`src/hw/rtl/gcc_pkg.sv`:
```
package gcc_pkg;

  localparam int NODE_W = 6;
  localparam int CNT_W  = 7;
  localparam int APB_AW = 2;

  localparam logic [APB_AW-1:0] REG_NODE_COUNT = 2'd0;

  typedef enum logic [1:0] {
    KIND_CLEAR = 2'd0,
    KIND_ADD   = 2'd1,
    KIND_QUERY = 2'd2
  } kind_t;

  typedef enum logic [3:0] {
    ST_IDLE   = 4'b0001,
    ST_ADD_WR = 4'b0010,
    ST_BFS    = 4'b0100,
    ST_FIN    = 4'b1000
  } state_t;

endpackage

```
`src/hw/rtl/gcc_ram.sv`:
```
module gcc_ram #(
  parameter int WIDTH = 64,
  parameter int DEPTH = 64
) (
  input  logic                     clk,
  input  logic                     we,
  input  logic [$clog2(DEPTH)-1:0] waddr,
  input  logic [WIDTH-1:0]         wdata,
  input  logic [$clog2(DEPTH)-1:0] raddr,
  output logic [WIDTH-1:0]         rdata
);

  logic [WIDTH-1:0] mem [DEPTH];

  always_ff @(posedge clk) begin
    if (we) begin
      mem[waddr] <= wdata;
    end
    rdata <= mem[raddr];
  end

endmodule

```
`src/hw/rtl/graph_cycle_check_unit.sv`:
```
// Graph cycle check unit.
// Holds a directed graph as an adjacency bit matrix, one row per node in a
// single-port-read row RAM, and answers whether a proposed edge would close
// a cycle.
// Input stream (s_*): one word per item; tuser carries the kind (clear, add
// edge, query), tdata carries source and target node. Output stream (m_*):
// one word per input word, tdata = {edge_dropped, would_cycle}.
// APB port: node_count at address 0. The user must write it only while
// the unit is idle; the unit itself has no guard for this. Clear, unused
// kinds, dropped edges and trivial queries go straight to the finish
// state; an add reads the source row and writes it back with the new
// bit; a walking query expands every node reachable from the target,
// reading one adjacency row per cycle while nodes are pending.
// One item is worked at a time; a new word is taken as soon as the previous
// one has left its working states, even while its result still sits in the
// output register. A stalled receiver holds the result and blocks only the
// completion of the next item.
// Reset: node_count 0, graph empty (row valid bits cleared), no output.
module graph_cycle_check_unit
  import gcc_pkg::*;
#(
  parameter int MAX_NODES = 64
) (
  input  logic              clk,
  input  logic              rst,
  // APB
  input  logic              psel,
  input  logic              penable,
  input  logic              pwrite,
  input  logic [APB_AW-1:0] paddr,
  input  logic [31:0]       pwdata,
  output logic [31:0]       prdata,
  output logic              pready,
  // input stream
  input  logic              s_tvalid,
  output logic              s_tready,
  input  logic [15:0]       s_tdata,  // [5:0] source_node, [11:6] target_node
  input  logic [1:0]        s_tuser,  // [1:0] kind
  // output stream
  output logic              m_tvalid,
  input  logic              m_tready,
  output logic [7:0]        m_tdata   // [0] would_cycle, [1] edge_dropped
);

  localparam int AW = $clog2(MAX_NODES);

  state_t state;

  logic [CNT_W-1:0]     node_count;
  logic [CNT_W-1:0]     eff_cnt;
  logic [MAX_NODES-1:0] node_mask;

  logic [NODE_W-1:0]    in_src;
  logic [NODE_W-1:0]    in_dst;
  logic                 in_ok;
  logic                 s_acc;

  logic [AW-1:0]        q_src;
  logic [AW-1:0]        q_dst;
  logic                 res_cycle;
  logic                 res_drop;

  logic [MAX_NODES-1:0] row_valid;
  logic                 row_vld_q;
  logic [MAX_NODES-1:0] rd_data;
  logic [MAX_NODES-1:0] row_eff;
  logic [AW-1:0]        rd_addr;
  logic                 ram_we;
  logic [MAX_NODES-1:0] ram_wdata;

  logic [MAX_NODES-1:0] visited;
  logic [MAX_NODES-1:0] visited_next;
  logic [MAX_NODES-1:0] pending;
  logic [MAX_NODES-1:0] pending_next;
  logic [MAX_NODES-1:0] pick_oh;
  logic [AW-1:0]        pick_idx;
  logic [MAX_NODES-1:0] new_bits;
  logic                 issue;
  logic                 rd_pending;
  logic                 walk_done;

  logic                 out_cycle;
  logic                 out_drop;

  // config port
  assign pready = 1'b1;
  assign prdata = (paddr == REG_NODE_COUNT) ? {{(32-CNT_W){1'b0}}, node_count} : '0;

  always_ff @(posedge clk) begin
    if (rst) begin
      node_count <= '0;
    end else if (psel && penable && pwrite && pready && paddr == REG_NODE_COUNT) begin
      node_count <= pwdata[CNT_W-1:0];
    end
  end

  assign eff_cnt = (node_count > CNT_W'(MAX_NODES)) ? CNT_W'(MAX_NODES) : node_count;

  for (genvar i = 0; i < MAX_NODES; i++) begin : g_mask
    assign node_mask[i] = CNT_W'(i) < eff_cnt;
  end

  // input decode
  assign in_src   = s_tdata[NODE_W-1:0];
  assign in_dst   = s_tdata[2*NODE_W-1:NODE_W];
  assign in_ok    = ({1'b0, in_src} < eff_cnt) && ({1'b0, in_dst} < eff_cnt);
  assign s_tready = (state == ST_IDLE);
  assign s_acc    = s_tvalid && s_tready;

  // walk: expand lowest pending node each cycle
  assign pick_oh = pending & (~pending + MAX_NODES'(1));

  always_comb begin
    pick_idx = '0;
    for (int i = 0; i < MAX_NODES; i++) begin
      if (pick_oh[i]) begin
        pick_idx = pick_idx | AW'(i);
      end
    end
  end

  assign issue        = (state == ST_BFS) && (pending != '0);
  assign row_eff      = row_vld_q ? rd_data : '0;
  assign new_bits     = rd_pending ? (row_eff & node_mask & ~visited) : '0;
  assign visited_next = visited | new_bits;
  assign pending_next = (pending & ~(issue ? pick_oh : '0)) | new_bits;
  assign walk_done    = (state == ST_BFS) && (pending == '0) && !rd_pending;

  // row RAM
  assign rd_addr   = (state == ST_IDLE) ? in_src[AW-1:0] : pick_idx;
  assign ram_we    = (state == ST_ADD_WR);
  assign ram_wdata = row_eff | (MAX_NODES'(1) << q_dst);

  gcc_ram #(
    .WIDTH (MAX_NODES),
    .DEPTH (MAX_NODES)
  ) u_rows (
    .clk   (clk),
    .we    (ram_we),
    .waddr (q_src),
    .wdata (ram_wdata),
    .raddr (rd_addr),
    .rdata (rd_data)
  );

  always_ff @(posedge clk) begin
    row_vld_q <= row_valid[rd_addr];
  end

  // control
  always_ff @(posedge clk) begin
    if (rst) begin
      state      <= ST_IDLE;
      row_valid  <= '0;
      rd_pending <= 1'b0;
      m_tvalid   <= 1'b0;
    end else begin
      rd_pending <= issue;
      if (state == ST_FIN && (!m_tvalid || m_tready)) begin
        m_tvalid <= 1'b1;
      end else if (m_tready) begin
        m_tvalid <= 1'b0;
      end
      case (state)
        ST_IDLE: begin
          if (s_acc) begin
            q_src     <= in_src[AW-1:0];
            q_dst     <= in_dst[AW-1:0];
            res_drop  <= (s_tuser == KIND_ADD) && !in_ok;
            res_cycle <= (s_tuser == KIND_QUERY) && in_ok && (in_src == in_dst);
            case (s_tuser)
              KIND_CLEAR: begin
                row_valid <= '0;
                state     <= ST_FIN;
              end
              KIND_ADD: begin
                state <= in_ok ? ST_ADD_WR : ST_FIN;
              end
              KIND_QUERY: begin
                if (in_ok && in_src != in_dst) begin
                  visited <= MAX_NODES'(1) << in_dst[AW-1:0];
                  pending <= MAX_NODES'(1) << in_dst[AW-1:0];
                  state   <= ST_BFS;
                end else begin
                  state <= ST_FIN;
                end
              end
              default: begin
                state <= ST_FIN;
              end
            endcase
          end
        end
        ST_ADD_WR: begin
          row_valid[q_src] <= 1'b1;
          state            <= ST_FIN;
        end
        ST_BFS: begin
          visited <= visited_next;
          pending <= pending_next;
          if (walk_done) begin
            res_cycle <= visited[q_src];
            state     <= ST_FIN;
          end
        end
        ST_FIN: begin
          if (!m_tvalid || m_tready) begin
            out_cycle <= res_cycle;
            out_drop  <= res_drop;
            state     <= ST_IDLE;
          end
        end
        default: begin
          state <= ST_IDLE;
        end
      endcase
    end
  end

  assign m_tdata = {6'b0, out_drop, out_cycle};

  // checks
  a_state_onehot: assert property (@(posedge clk) disable iff (rst)
    $onehot(state))
    else $error("state not one-hot");

  a_start_visited: assert property (@(posedge clk) disable iff (rst)
    state == ST_BFS |-> visited[q_dst])
    else $error("walk start node not visited");

  a_pending_subset: assert property (@(posedge clk) disable iff (rst)
    state == ST_BFS |-> (pending & ~visited) == '0)
    else $error("pending node not marked visited");

  a_read_in_walk: assert property (@(posedge clk) disable iff (rst)
    rd_pending |-> $past(state) == ST_BFS && state == ST_BFS)
    else $error("row read outside walk");

endmodule

```
`config.mk`:
```
export PLATFORM = sky130hd
export DESIGN_NAME = graph_cycle_check_unit
export DESIGN_NICKNAME = d
export VERILOG_FILES = /design/src/hw/rtl/gcc_pkg.sv /design/src/hw/rtl/gcc_ram.sv /design/src/hw/rtl/graph_cycle_check_unit.sv
export SDC_FILE = /design/constraint.sdc
export NUM_CORES = 2
export LEC_CHECK = 0
export BUFFER_PORTS_ARGS = -buffer_cell sky130_fd_sc_hd__clkbuf_2
export CAP_MARGIN = 20
export CORE_AREA = 2 2 637 798
export CTS_CLUSTER_SIZE = 28
export DETAILED_ROUTE_END_ITERATION = 16
export DIE_AREA = 0 0 639 800
export PLACE_DENSITY_LB_ADDON = 0.12
export SETUP_SLACK_MARGIN = 0.15
export SKIP_LAST_GASP = 1
export SLEW_MARGIN = 20
export SYNTH_ARGS = -nofsm -noshare
export SYNTH_HDL_FRONTEND = slang
export SYNTH_SLANG_ARGS = --single-unit
```
`constraint.sdc`:
```
create_clock -name clk -period 16.95 [get_ports clk]
set_input_delay 0.8475 -clock clk [delete_from_list [all_inputs] [get_ports clk]]
set_output_delay 0.8475 -clock clk [all_outputs]
set_load 0.005 [all_outputs]
```
==> flow_summary.ini <==
[outcome]
outcome = finished clean

[placement]
dp.cells = 18200
io_buffers = 40
hpwl_mm = 345
finalWeightedCongestion = 0.914

[setup_path]
critPathRequiredTime_ns = 17.85
critPathMaxFanout = 145
cp_data_arrival_time_ns = 8.81
worst-setup-path-type = reg -> reg
path_cells = nor3_1 -> nand3_1 -> nor2_1 -> buf_4 -> nand3_1 -> nand4_1 -> o41ai_4 -> buf_4 -> buf_12 -> buf_4 -> buf_4 -> buf_4 -> mux2i_1 -> mux2i_1 -> o211ai_1 -> and4_1 -> o31ai_1
endpoint_kind = flip-flop
r2r_slack_ns = 9.04
cp_common_cell = buf_4
critPathLaunchType = flip-flop
slowest_delay_ns = 0.79
slowest_stage = buf_4

[sta]
fin_skew_ns = 0.0560
min_period_ns = 7.91
hold_violations = 0
setup_viol = 0
fin_tns_setup_ns = 0
drv_slew = 0
fmax_ghz = 0.126
finalCritPeriodShare = 0.467
relSlewSlack = 0.135
rsz0062_at_grt = false
tightest_slew_ns = 1.29

[logic_synthesis]
synthCells = 11900
avgSynthCellArea_um2 = 14.8
ys_types = 94
ys_seq_area_frac = 0.741
synth_warnings = 0
yosysTopAreaCell = edfxtp_1
synth_edf_count = 4240
synthArstFlopShare = 0
synth.area.top_cells = edfxtp_1 72%, mux2i_1 7.0%, nand2_1 5.0%, nand3_1 2.5%, dfxtp_1 1.6%
synth_ff_type = edfxtp_1
synth.cell_area_um2 = 176000
synth_top_area_frac = 0.725
ys_ff_latch = 4382

[floorplanning]
initial_utilization = 0.349
io-pin-count = 102
core_um2 = 504000
rows = 292
die_w_um = 639
die_h_um = 800
dieArea_um2 = 511000

[grt]
grt_use_total = 0.237
grt_pass1_vias = 105000
antenna_found_initial = 42
grt_pass1_wl_mm = 851
grt_max_degree = 160
grt-ovfl-total = 0

[clocking]
clock_latency_ns = 1.05
cts_made_buffers = 442
h-tree-depth = 5
post-cts-setup-buffer-count = 0
cts_buffer_depth = 4
path_clk_slew_ns = 0.06
clock-sinks = 4382
clock_tree.root_cell = clkbuf_16
cts_tree = done

[power_and_ir_drop]
powerDensity_nw_per_um2 = 145
vdd_drop_max_mv = 0.116
p_leak_uw = 0.0678

[detailed_routing]
drt-total-wl_mm = 623
vias = 108000
first_pass_iters = 9
ant_nets = 0
drtIter0Drc = 12100
drc = 0
avgRoutedWirePerCell_um = 32.8
vias_per_cell = 5.66

[min_path]
hold_path.class = in -> reg

[cells_and_area]
fillers = 46000
fin_nets = 12100
final_cell_mix = 4240 x edfxtp_1, 2321 x nand2_1, 1237 x mux2i_1, 876 x nand3_1, 452 x clkbuf_16
area_growth_pct = 14.0
final_common_cell = edfxtp_1
drive_gt1_frac = 0.112
final_cells = 19000

[flow_run]
maxCapViolCount = 0
==> critical path: cells and delay by family (launching register included) <==
family / cells / cell delay [ns]
buffers and inverters: 6 / 3.48
AO/OA/AOI/OAI: 3 / 0.97
flip-flops: 1 / 0.57
AND/OR/NAND/NOR: 6 / 2.00
multiplexers: 2 / 0.36
==> registers in the layout, summed over array words and instances (netlist names) <==
| register | count |
|---|---|
| m_tvalid | 1 |
| node_count | 7 |
| out_cycle | 1 |
| out_drop | 1 |
| pending | 64 |
| q_dst | 6 |
| q_src | 6 |
| rd_pending | 1 |
| res_cycle | 1 |
| res_drop | 1 |
| row_valid | 64 |
| row_vld_q | 1 |
| state | 4 |
| u_rows.mem | 4096 |
| u_rows.rdata | 64 |
| visited | 64 |
==> path summary, 6_finish.rpt <==
path	from	endpoint	cells past startpoint
setup / recovery	pending[25]$_DFFE_PP_	u_rows.rdata[37]$_DFF_P_	17
hold / removal	pwdata[4]	node_count[4]$_SDFFE_PP0P_	3
setup reg to reg	pending[25]$_DFFE_PP_	u_rows.rdata[37]$_DFF_P_	17
hold reg to reg	res_cycle$_DFFE_PP_	out_cycle$_DFFE_PP_	0
==> power breakdown <==
part           switching (uW)  internal (uW)  total (uW)
Clock                    4250           5880       10100
Combinational            4290           1400        5700
Sequential                153          13100       13200
Total                    8700          20300       29100
==> cell families (layout without fill, tap and decap cells) <==
group           Yosys count  count (layout)  synth area share
simple gates           3992            3992             0.102
other cells               2              52         0.0000428
mux                    1293            1293            0.0774
flops                  4382            4382             0.741
buf+inv                 801            1286            0.0218
xor+xnor                  6               6          0.000299
fa+ha+maj                13              13          0.000926
compound gates         1386            1386            0.0565
==> Yosys cell counts (all sizes together), types with 14 or more instances <==
| cell type | n |
|---|---|
| edfxtp | 4240 |
| o31ai | 53 |
| and4 | 62 |
| and3 | 204 |
| a32oi | 189 |
| a21oi | 159 |
| nor2 | 226 |
| a311oi | 108 |
| buf | 453 |
| nor4 | 39 |
| o22ai | 111 |
| a2111oi | 46 |
| a22oi | 31 |
| mux4 | 52 |
| a31oi | 52 |
| nand3 | 881 |
| nor3b | 14 |
| nor3 | 41 |
| inv | 24 |
| o211ai | 155 |
| clkbuf | 322 |
| o21ai | 273 |
| nand4 | 80 |
| o2111ai | 56 |
| mux2i | 1237 |
| nand2b | 15 |
| or3 | 15 |
| nand2 | 2327 |
| and2 | 17 |
| o221ai | 59 |
| dfxtp | 142 |
| nor2b | 21 |
==> metal layers <==
layer	share of wire	global-route usage
met5	0.000088	0
met3	0.060	0.0311
met1	0.41	0.309
met4	0.038	0.0826
met2	0.49	0.406
==> through the flow <==
step / hold slack [ns] / power, uW / utilization / worst slack, ns / instance area, um^2
floorplan: 0.400 / 16700 / - / 5.98 / 176000
global placement: 0.403 / 19000 / 0.367 / 9.18 / 185000
detailed placement: 0.411 / 19100 / 0.367 / 9.10 / 185000
CTS: 0.00289 / 29200 / 0.397 / 9.13 / 200000
global route: 0.0877 / 29900 / 0.397 / 8.79 / 200000
finish: 0.0734 / 29100 / 0.397 / 9.04 / 200000
==> layout make-up <==
class | count | area [um^2] | area share
well taps | 6615 | 8280 | 0.0413
clock inverters | 276 | 2890 | 0.0144
diodes | 20 | 50.0 | 0.000250
inverters | 26 | 97.6 | 0.000487
repair buffers | 429 | 3440 | 0.0172
clock buffers | 555 | 12100 | 0.0602
multi-input cells | 6722 | 43200 | 0.216
flip-flops and latches | 4382 | 130000 | 0.650
==> what timing repair did <==
item	in CTS	in global routing
hold buffers	4	0
resized for setup	0	0
hold endpoints to repair	4	0
Power figures use the tool's default switching activity.
